### src/design/gtt_pkg.sv
// Shared types, codes and byte classes for the grammar text tokenizer.
`default_nettype none

package gtt_pkg;

    localparam int POS_BITS = 32;
    localparam int LEN_BITS = 16;
    localparam logic [LEN_BITS-1:0] LEN_MAX = '1;

    localparam logic [3:0] K_SPACE   = 4'd0;
    localparam logic [3:0] K_NEWLINE = 4'd1;
    localparam logic [3:0] K_IDENT   = 4'd2;
    localparam logic [3:0] K_NUMBER  = 4'd3;
    localparam logic [3:0] K_COLON   = 4'd4;
    localparam logic [3:0] K_SEMI    = 4'd5;
    localparam logic [3:0] K_EQU     = 4'd6;
    localparam logic [3:0] K_LBRACE  = 4'd7;
    localparam logic [3:0] K_RBRACE  = 4'd8;
    localparam logic [3:0] K_CHAR    = 4'd9;
    localparam logic [3:0] K_STRING  = 4'd10;
    localparam logic [3:0] K_COMMENT = 4'd11;
    localparam logic [3:0] K_END     = 4'd12;
    localparam logic [3:0] K_ERROR   = 4'd13;

    localparam logic [7:0] CH_SPACE      = 8'h20;
    localparam logic [7:0] CH_TAB        = 8'h09;
    localparam logic [7:0] CH_VTAB       = 8'h0B;
    localparam logic [7:0] CH_FFEED      = 8'h0C;
    localparam logic [7:0] CH_LF         = 8'h0A;
    localparam logic [7:0] CH_CR         = 8'h0D;
    localparam logic [7:0] CH_UNDERSCORE = 8'h5F;
    localparam logic [7:0] CH_MINUS      = 8'h2D;
    localparam logic [7:0] CH_COLON      = 8'h3A;
    localparam logic [7:0] CH_SEMI       = 8'h3B;
    localparam logic [7:0] CH_EQUALS     = 8'h3D;
    localparam logic [7:0] CH_LBRACE     = 8'h7B;
    localparam logic [7:0] CH_RBRACE     = 8'h7D;
    localparam logic [7:0] CH_SLASH      = 8'h2F;
    localparam logic [7:0] CH_BACKSLASH  = 8'h5C;
    localparam logic [7:0] CH_SQUOTE     = 8'h27;
    localparam logic [7:0] CH_DQUOTE     = 8'h22;

    typedef enum logic [3:0] {
        M_IDLE    = 4'd0,
        M_SPACE   = 4'd1,
        M_CR      = 4'd2,
        M_IDENT   = 4'd3,
        M_NUMBER  = 4'd4,
        M_CHAR    = 4'd5,
        M_STRING  = 4'd6,
        M_SLASH   = 4'd7,
        M_COMMENT = 4'd8
    } mode_t;

    typedef struct packed {
        logic [3:0]          kind;
        logic [POS_BITS-1:0] start;
        logic [LEN_BITS-1:0] length;
        logic                last;
    } tok_t;

    function automatic logic is_blank(input logic [7:0] c);
        return c == CH_SPACE || c == CH_TAB || c == CH_VTAB || c == CH_FFEED;
    endfunction

    function automatic logic is_newline(input logic [7:0] c);
        return c == CH_LF || c == CH_CR;
    endfunction

    function automatic logic is_alpha(input logic [7:0] c);
        return (c >= 8'h61 && c <= 8'h7A) || (c >= 8'h41 && c <= 8'h5A)
            || c == CH_UNDERSCORE;
    endfunction

    function automatic logic is_digit(input logic [7:0] c);
        return c >= 8'h30 && c <= 8'h39;
    endfunction

endpackage

`default_nettype wire

### src/design/grammar_text_tokenizer.sv
// Top level of the byte-stream tokenizer: input register, lexer and result queue.
//
//  channel | direction | handshake            | beat payload
//  in      | in        | in_valid / in_stall  | command, data_byte
//  out     | out       | out_valid / out_stall| token_kind, token_start, token_length,
//          |           |                      | last_of_item
//
// One input beat per cycle while in_stall is low; a byte that closes one token
// and emits another yields two results, absorbed by the four-entry result queue.
// A beat passes through the input register, then the queue, before its first result.
// Reset clears lexer state, stream offset and queue; no clearing pass.
// in_stall rises only while the input register holds a beat and the queue has
// fewer than two free entries; out_stall holds the head result in place.
`default_nettype none

module grammar_text_tokenizer (
    input  wire logic           clk,
    input  wire logic           rst_n,
    input  wire logic           in_valid,
    output logic                in_stall,
    input  wire logic           command,
    input  wire logic [7:0]     data_byte,
    output logic                out_valid,
    input  wire logic           out_stall,
    output logic [3:0]          token_kind,
    output logic [31:0]         token_start,
    output logic [15:0]         token_length,
    output logic                last_of_item
);

    logic           in_v_reg;
    logic           cmd_reg;
    logic [7:0]     byte_reg;
    logic           room;
    logic           advance;
    logic [1:0]     res_count;
    logic [1:0]     push_count;
    gtt_pkg::tok_t  res0, res1, head;

    assign advance    = in_v_reg && room;
    assign in_stall   = in_v_reg && !room;
    assign push_count = advance ? res_count : 2'd0;

    always_ff @(posedge clk or negedge rst_n)
    begin
        if (!rst_n)
        begin
            in_v_reg <= 1'b0;
        end
        else if (!in_stall)
        begin
            in_v_reg <= in_valid;
        end
    end

    always_ff @(posedge clk)
    begin
        if (in_valid && !in_stall)
        begin
            cmd_reg  <= command;
            byte_reg <= data_byte;
        end
    end

    gtt_lexer u_lexer (
        .clk       (clk),
        .rst_n     (rst_n),
        .step      (advance),
        .command   (cmd_reg),
        .data_byte (byte_reg),
        .res_count (res_count),
        .res0      (res0),
        .res1      (res1)
    );

    gtt_out_fifo u_out_fifo (
        .clk        (clk),
        .rst_n      (rst_n),
        .push_count (push_count),
        .push0      (res0),
        .push1      (res1),
        .room       (room),
        .out_valid  (out_valid),
        .out_stall  (out_stall),
        .head       (head)
    );

    assign token_kind   = head.kind;
    assign token_start  = 32'(head.start);
    assign token_length = 16'(head.length);
    assign last_of_item = head.last;

endmodule

`default_nettype wire

### src/design/gtt_lexer.sv
// Lexer state and combinational token decision for one beat.
`default_nettype none

module gtt_lexer (
    input  wire logic          clk,
    input  wire logic          rst_n,
    input  wire logic          step,
    input  wire logic          command,
    input  wire logic [7:0]    data_byte,
    output logic [1:0]         res_count,
    output gtt_pkg::tok_t      res0,
    output gtt_pkg::tok_t      res1
);

    gtt_pkg::mode_t                 mode_reg, mode_next;
    logic                           esc_reg, esc_next;
    logic [gtt_pkg::POS_BITS-1:0]   start_reg, start_next;
    logic [gtt_pkg::LEN_BITS-1:0]   len_reg, len_next;
    logic [gtt_pkg::POS_BITS-1:0]   pos_reg, pos_next;

    gtt_pkg::mode_t                 b_mode;
    logic                           b_emit;
    logic [3:0]                     b_kind;
    logic                           close_en, begin_en, grow_en, end_en, tail_en;
    logic [3:0]                     close_kind, flush_kind;
    logic [7:0]                     quote;
    logic [gtt_pkg::LEN_BITS-1:0]   len_g;
    gtt_pkg::tok_t                  close_tok, tail_tok;

    always_comb
    begin
        b_mode = gtt_pkg::M_IDLE;
        b_emit = 1'b0;
        b_kind = gtt_pkg::K_ERROR;
        if (gtt_pkg::is_blank(data_byte))
        begin
            b_mode = gtt_pkg::M_SPACE;
        end
        else if (data_byte == gtt_pkg::CH_CR)
        begin
            b_mode = gtt_pkg::M_CR;
        end
        else if (data_byte == gtt_pkg::CH_LF)
        begin
            b_emit = 1'b1;
            b_kind = gtt_pkg::K_NEWLINE;
        end
        else if (gtt_pkg::is_alpha(data_byte))
        begin
            b_mode = gtt_pkg::M_IDENT;
        end
        else if (gtt_pkg::is_digit(data_byte))
        begin
            b_mode = gtt_pkg::M_NUMBER;
        end
        else if (data_byte == gtt_pkg::CH_COLON)
        begin
            b_emit = 1'b1;
            b_kind = gtt_pkg::K_COLON;
        end
        else if (data_byte == gtt_pkg::CH_SEMI)
        begin
            b_emit = 1'b1;
            b_kind = gtt_pkg::K_SEMI;
        end
        else if (data_byte == gtt_pkg::CH_EQUALS)
        begin
            b_emit = 1'b1;
            b_kind = gtt_pkg::K_EQU;
        end
        else if (data_byte == gtt_pkg::CH_LBRACE)
        begin
            b_emit = 1'b1;
            b_kind = gtt_pkg::K_LBRACE;
        end
        else if (data_byte == gtt_pkg::CH_RBRACE)
        begin
            b_emit = 1'b1;
            b_kind = gtt_pkg::K_RBRACE;
        end
        else if (data_byte == gtt_pkg::CH_SQUOTE)
        begin
            b_mode = gtt_pkg::M_CHAR;
        end
        else if (data_byte == gtt_pkg::CH_DQUOTE)
        begin
            b_mode = gtt_pkg::M_STRING;
        end
        else if (data_byte == gtt_pkg::CH_SLASH)
        begin
            b_mode = gtt_pkg::M_SLASH;
        end
        else
        begin
            b_emit = 1'b1;
        end
    end

    always_comb
    begin
        case (mode_reg)
            gtt_pkg::M_SPACE:   flush_kind = gtt_pkg::K_SPACE;
            gtt_pkg::M_CR:      flush_kind = gtt_pkg::K_NEWLINE;
            gtt_pkg::M_IDENT:   flush_kind = gtt_pkg::K_IDENT;
            gtt_pkg::M_NUMBER:  flush_kind = gtt_pkg::K_NUMBER;
            gtt_pkg::M_COMMENT: flush_kind = gtt_pkg::K_COMMENT;
            default:            flush_kind = gtt_pkg::K_ERROR;
        endcase
    end

    assign quote = (mode_reg == gtt_pkg::M_CHAR) ? gtt_pkg::CH_SQUOTE : gtt_pkg::CH_DQUOTE;

    always_comb
    begin
        close_en   = 1'b0;
        close_kind = gtt_pkg::K_ERROR;
        begin_en   = 1'b0;
        grow_en    = 1'b0;
        end_en     = 1'b0;
        mode_next  = mode_reg;
        esc_next   = esc_reg;
        if (command)
        begin
            close_en   = (mode_reg != gtt_pkg::M_IDLE);
            close_kind = flush_kind;
            end_en     = 1'b1;
        end
        else
        begin
            case (mode_reg)
                gtt_pkg::M_SPACE:
                begin
                    if (gtt_pkg::is_blank(data_byte))
                    begin
                        grow_en = 1'b1;
                    end
                    else
                    begin
                        close_en   = 1'b1;
                        close_kind = gtt_pkg::K_SPACE;
                        begin_en   = 1'b1;
                    end
                end
                gtt_pkg::M_CR:
                begin
                    close_en   = 1'b1;
                    close_kind = gtt_pkg::K_NEWLINE;
                    if (data_byte == gtt_pkg::CH_LF)
                    begin
                        grow_en = 1'b1;
                    end
                    else
                    begin
                        begin_en = 1'b1;
                    end
                end
                gtt_pkg::M_IDENT:
                begin
                    if (gtt_pkg::is_alpha(data_byte) || gtt_pkg::is_digit(data_byte)
                        || data_byte == gtt_pkg::CH_MINUS)
                    begin
                        grow_en = 1'b1;
                    end
                    else
                    begin
                        close_en   = 1'b1;
                        close_kind = gtt_pkg::K_IDENT;
                        begin_en   = 1'b1;
                    end
                end
                gtt_pkg::M_NUMBER:
                begin
                    if (gtt_pkg::is_digit(data_byte))
                    begin
                        grow_en = 1'b1;
                    end
                    else
                    begin
                        close_en   = 1'b1;
                        close_kind = gtt_pkg::K_NUMBER;
                        begin_en   = 1'b1;
                    end
                end
                gtt_pkg::M_CHAR, gtt_pkg::M_STRING:
                begin
                    if (data_byte == quote && !esc_reg)
                    begin
                        grow_en    = 1'b1;
                        close_en   = 1'b1;
                        close_kind = (mode_reg == gtt_pkg::M_CHAR) ? gtt_pkg::K_CHAR
                                                                   : gtt_pkg::K_STRING;
                    end
                    else if (gtt_pkg::is_newline(data_byte))
                    begin
                        close_en   = 1'b1;
                        close_kind = gtt_pkg::K_ERROR;
                        begin_en   = 1'b1;
                    end
                    else
                    begin
                        grow_en  = 1'b1;
                        esc_next = (data_byte == gtt_pkg::CH_BACKSLASH) && !esc_reg;
                    end
                end
                gtt_pkg::M_SLASH:
                begin
                    if (data_byte == gtt_pkg::CH_SLASH)
                    begin
                        grow_en   = 1'b1;
                        mode_next = gtt_pkg::M_COMMENT;
                    end
                    else
                    begin
                        close_en   = 1'b1;
                        close_kind = gtt_pkg::K_ERROR;
                        begin_en   = 1'b1;
                    end
                end
                gtt_pkg::M_COMMENT:
                begin
                    if (gtt_pkg::is_newline(data_byte))
                    begin
                        close_en   = 1'b1;
                        close_kind = gtt_pkg::K_COMMENT;
                        begin_en   = 1'b1;
                    end
                    else
                    begin
                        grow_en = 1'b1;
                    end
                end
                default:
                begin
                    begin_en = 1'b1;
                end
            endcase
        end

        len_g = (grow_en && len_reg < gtt_pkg::LEN_MAX)
              ? len_reg + gtt_pkg::LEN_BITS'(1) : len_reg;
        start_next = start_reg;
        len_next   = len_g;
        if (close_en || end_en)
        begin
            mode_next = gtt_pkg::M_IDLE;
            esc_next  = 1'b0;
        end
        if (begin_en)
        begin
            mode_next  = b_mode;
            esc_next   = 1'b0;
            start_next = pos_reg;
            len_next   = gtt_pkg::LEN_BITS'(1);
        end
        pos_next = end_en ? '0 : pos_reg + gtt_pkg::POS_BITS'(1);
    end

    always_comb
    begin
        tail_en = (begin_en && b_emit) || end_en;

        close_tok.kind   = close_kind;
        close_tok.start  = start_reg;
        close_tok.length = len_g;
        close_tok.last   = !tail_en;

        tail_tok.kind    = end_en ? gtt_pkg::K_END : b_kind;
        tail_tok.start   = pos_reg;
        tail_tok.length  = end_en ? '0 : gtt_pkg::LEN_BITS'(1);
        tail_tok.last    = 1'b1;

        res_count = {1'b0, close_en} + {1'b0, tail_en};
        res0      = close_en ? close_tok : tail_tok;
        res1      = tail_tok;
    end

    always_ff @(posedge clk or negedge rst_n)
    begin
        if (!rst_n)
        begin
            mode_reg  <= gtt_pkg::M_IDLE;
            esc_reg   <= 1'b0;
            start_reg <= '0;
            len_reg   <= '0;
            pos_reg   <= '0;
        end
        else if (step)
        begin
            mode_reg  <= mode_next;
            esc_reg   <= esc_next;
            start_reg <= start_next;
            len_reg   <= len_next;
            pos_reg   <= pos_next;
        end
    end

endmodule

`default_nettype wire

### src/design/gtt_out_fifo.sv
// Four-entry result queue taking up to two tokens per cycle and giving one per cycle while out_stall is low.
`default_nettype none

module gtt_out_fifo (
    input  wire logic           clk,
    input  wire logic           rst_n,
    input  wire logic [1:0]     push_count,
    input  wire gtt_pkg::tok_t  push0,
    input  wire gtt_pkg::tok_t  push1,
    output logic                room,
    output logic                out_valid,
    input  wire logic           out_stall,
    output gtt_pkg::tok_t       head
);

    gtt_pkg::tok_t  entry_reg [4];
    logic [1:0]     wr_reg, wr_next;
    logic [1:0]     rd_reg, rd_next;
    logic [2:0]     count_reg, count_next;
    logic           pop;

    assign out_valid = (count_reg != 3'd0);
    assign room      = (count_reg < 3'd3);
    assign head      = entry_reg[rd_reg];
    assign pop       = out_valid && !out_stall;

    always_comb
    begin
        wr_next    = wr_reg + push_count;
        rd_next    = rd_reg + {1'b0, pop};
        count_next = count_reg + {1'b0, push_count} - {2'b00, pop};
    end

    always_ff @(posedge clk)
    begin
        if (push_count != 2'd0)
        begin
            entry_reg[wr_reg] <= push0;
        end
        if (push_count == 2'd2)
        begin
            entry_reg[wr_reg + 2'd1] <= push1;
        end
    end

    always_ff @(posedge clk or negedge rst_n)
    begin
        if (!rst_n)
        begin
            wr_reg    <= '0;
            rd_reg    <= '0;
            count_reg <= '0;
        end
        else
        begin
            wr_reg    <= wr_next;
            rd_reg    <= rd_next;
            count_reg <= count_next;
        end
    end

endmodule

`default_nettype wire
### config.mk
export PLATFORM = sky130hd
export DESIGN_NAME = grammar_text_tokenizer
export DESIGN_NICKNAME = d
export VERILOG_FILES = /design/src/design/gtt_pkg.sv /design/src/design/grammar_text_tokenizer.sv /design/src/design/gtt_lexer.sv /design/src/design/gtt_out_fifo.sv
export SDC_FILE = /design/constraint.sdc
export NUM_CORES = 1
export LEC_CHECK = 0
export ABC_AREA = 1
export BUFFER_PORTS_ARGS = -buffer_cell sky130_fd_sc_hd__buf_4
export CAP_MARGIN = 0
export CORE_AREA = 8 8 172 174
export CTS_CLUSTER_DIAMETER = 50
export DETAILED_ROUTE_END_ITERATION = 10
export DIE_AREA = 0 0 180 182
export PLACE_DENSITY = 0.8
export SLEW_MARGIN = 40
export SYNTH_ARGS = -nofsm -noshare
export SYNTH_HDL_FRONTEND = slang
export SYNTH_SLANG_ARGS = --single-unit
### constraint.sdc
create_clock -name clk -period 10.6 [get_ports clk]
set_input_delay 0.53 -clock clk [delete_from_list [all_inputs] [get_ports clk]]
set_output_delay 0.53 -clock clk [all_outputs]
set_load 0.03 [all_outputs]
==> metrics.md <==
| Metric | Value |
|---|---|
| Worst-path maximum fanout | 52 |
| Max cap viols | 0 |
| Congestion Overflow GR | 0 |
| Count leader, synth | nand2_1 |
| Share of cells above drive strength 1 | 8.49% |
| Power density cells | 288 nW/µm² |
| Post-synthesis sequential area ratio | 50.6% |
| Cells after Synth | 2104 |
| Clock-pin slew on the worst setup and hold paths | 0.06 ns |
| Area contributors post-synth | edfxtp_1 29%, nand2_1 15%, dfrtp_1 14% |
| Initial antenna violation count | 1 |
| Status | complete, no violations |
| Die span in y | 182 µm |
| Port Buffers | 67 |
| Fin nets | 2127 |
| Worst setup SP type | flop |
| Met3 usage | 4.77% |
| Clk buf depth | 3 |
| DIE AREA | 32800 µm² |
| DR DRC count | 0 |
| Core Box Area | 26700 µm² |
| Peak Freq | 199 MHz |
| Fill cell count | 2102 |
| Grt met1 use | 36.8% |
| Final worst path period need | 5.03 ns |
| Wire length of the first global-routing pass | 73.6 mm |
| Async SR Flop Fraction | 29.6% |
| Finished Layout Cells | 2474 |
| Final wirelength | 45.2 mm |
| Syn_nets | 2126 |
| Initial core utilization | 61.7% |
| Area grow syn2layout | 10.8% |
| Main flop type after synthesis | edfxtp_1 |
| Critical Setup Path Class | flop to flop |
| Min-Delay Path Class | primary input to flop |
| Htree depth | 2 |
| Final setup vio count | 0 |
| Setup Skew | 0.0360 ns |
| Syn Area/Cell | 7.82 µm² |
| 1st-pass router iterations | 8 |
| Crit-path most repeated cell | nand2_1 |
| Max reg flops | 212 |
| Routed Antenna Nets | 0 |
| Crit end category | flop |
| Post-synth top cells | 657 x nand2_1, 204 x nand3_1, 183 x nor2_1 |
| Largest net degree at the start of global routing | 107 |
| Seq cells post-synth | 314 |
| Post-synth cell types | 49 |
| Max-Slew Margin vs Limit | 43.4% |
| Die width | 180 µm |
| Total track usage | 27.1% |
| Vias | 14.9k |
| YS warnings | 0 |
| Gpl congestion | 0.896 |
| Via density | 6.04 |
| Req. time, crit path | 10.75 ns |
| Worst-Margin Slew | 0.847 ns |
| TNS Setup | 0 ns |
| Placed cell count | 2406 |
| Number of flops mapped to enable cells by yosys | 157 |
| Crit-path max cell delay | 0.57 ns |
| Core Rows | 60 |
| Top-area cell type share of the netlist area | 28.7% |
| RSZ-0062 raised after global routing | no |
| TritonCTS clock tree | done |
| P_leak | 8.06 nW |
| Worst path slowest cell | buf_4 |
| Arrival @ worst endpoint | 5.17 ns |
| Vias in the first global route | 14.2k |
| Area leader, netlist | edfxtp_1 |
| GRT Max-Usage Layer | met2 |
| Initial DRC Count | 1638 |
| Worst IR drop on VDD | 0.257 mV |
| Worst skew pair latency | 0.54 ns |
| Final worst-path cycle share | 47.4% |
| CTS buffer count | 37 |
| Antenna diode count | 0 |
| Met2 usage | 43.9% |
| Final Slew Violations | 0 |
| Routed length per instance | 18.3 µm |
| CTS Sinks | 314 |
| Hold Vio Cnt, Final | 0 |
| Ordered list of cells on the worst path | inv_2 > nand2_1 > nor2_1 > nand2_1 > nand2_1 > o21bai_1 > a21oi_2 > nand4_2 > nand2_4 > inv_2 > ha_1 > inv_1 > nor2_1 > nor2_1 > inv_1 > nand2_1 > clkinv_1 > buf_4 > nor2_2 > inv_1 > buf_4 |
| Root Buffer | clkbuf_16 |
| Top Ports | 68 |
| Mapped Area | 16400 µm² |
| DP HPWL | 27.7 mm |
-- cell families after synthesis --
logic type	synth area share, %
muxes	0.0609
and+or+nand+nor	31.0
AOI/OAI and AO/OA	9.50
buffers and inverters	7.04
adders and majority gates	0.730
DFF	50.6
xor gates and xnor gates	1.12
-- cell type report --
class | count | area, µm² | share of cell area (%)
flip-flops and latches | 314 | 8320 | 45.7
clock inverters | 11 | 109 | 0.597
repair buffers | 91 | 701 | 3.84
inverters | 155 | 582 | 3.19
multi-input cells | 1506 | 7000 | 38.4
well taps | 341 | 427 | 2.34
clock buffers | 56 | 1090 | 5.98
-- where the power goes --
part | total, W | internal, W | switching (W)
sequential | 0.00167 | 0.00157 | 0.0000979
clock | 0.00125 | 0.000740 | 0.000509
combinational | 0.00234 | 0.000593 | 0.00174
total | 0.00526 | 0.00291 | 0.00235
-- cell usage in the layout, fill, tap and decap left out, types with 8 or more instances in the layout --
| cell type | synthesis | final |
|---|---|---|
| ha_1 | 8 | 8 |
| nand3_1 | 204 | 204 |
| nor2_1 | 183 | 179 |
| dfrtp_1 | 93 | 92 |
| dfxtp_1 | 64 | 64 |
| nand2_1 | 657 | 657 |
| nor4_1 | 8 | 8 |
| nor3_1 | 28 | 28 |
| o22ai_1 | 53 | 53 |
| buf_4 | 7 | 86 |
| clkinv_1 | 9 | 11 |
| inv_1 | 137 | 135 |
| edfxtp_1 | 157 | 157 |
| nand4_1 | 80 | 80 |
| a21oi_1 | 28 | 28 |
| clkbuf_16 | 0 | 39 |
| o21ai_0 | 168 | 168 |
| inv_2 | 9 | 11 |
| xor2_1 | 19 | 19 |
| clkbuf_1 | 94 | 12 |
| o21ai_1 | 20 | 20 |
-- worst paths after layout --
check	from	slack, ns	end	cells after the start
min in group asynchronous	rst_n	0.54	u_lexer.start_reg[29]	2
max	byte_reg[4]	5.57	u_out_fifo.entry_reg[1][43]	21
max in group asynchronous	rst_n	9.11	u_lexer.start_reg[4]	3
max reg2reg	byte_reg[4]	5.57	u_out_fifo.entry_reg[1][43]	21
min reg2reg	u_out_fifo.entry_reg[1][10]	0.45	u_out_fifo.entry_reg[1][10]	2
min	data_byte[7]	0.20	byte_reg[7]	1
-- repair_timing --
| action | 4_1_cts | 5_1_grt |
|---|---|---|
| resized for setup | 0 | 0 |
| hold endpoints to repair | 13 | 0 |
| setup buffers | 0 | 0 |
| hold buffers | 1 | 0 |
-- metrics by stage --
step | setup WS (ns) | hold slack [ns] | area [µm²] | total power, W | util [%]
after detailed placement | 5.70 | 0.438 | 17000 | 0.00399 | 63.8
final | 5.57 | 0.198 | 18200 | 0.00526 | 68.4
after CTS | 5.67 | 0.184 | 18200 | 0.00525 | 68.4
after global placement | 5.66 | 0.435 | 17000 | 0.00393 | 63.8
after floorplan | 6.60 | 0.234 | 16400 | 0.00325 | -
after global routing | 5.19 | 0.190 | 18200 | 0.00553 | 68.4
-- per-layer routing --
| layer | up-vias | part of all wire [%] |
|---|---|---|
| li1 | 7073 | - |
| met1 | 6962 | 42 |
| met2 | 822 | 46 |
| met3 | 90 | 9.9 |
| met4 | 2 | 2.2 |
| met5 | - | 0.027 |
-- worst max-delay path, delay by kind of cell (launching register included) --
| family | cells | cell delay [ns] |
|---|---|---|
| AND/OR/NAND/NOR | 10 | 1.99 |
| buffers and inverters | 8 | 1.64 |
| flip-flops | 1 | 0.46 |
| adder cells (fa/ha/maj) | 1 | 0.30 |
| AO/OA/AOI/OAI | 2 | 0.23 |
Power figures use the tool's default switching activity.
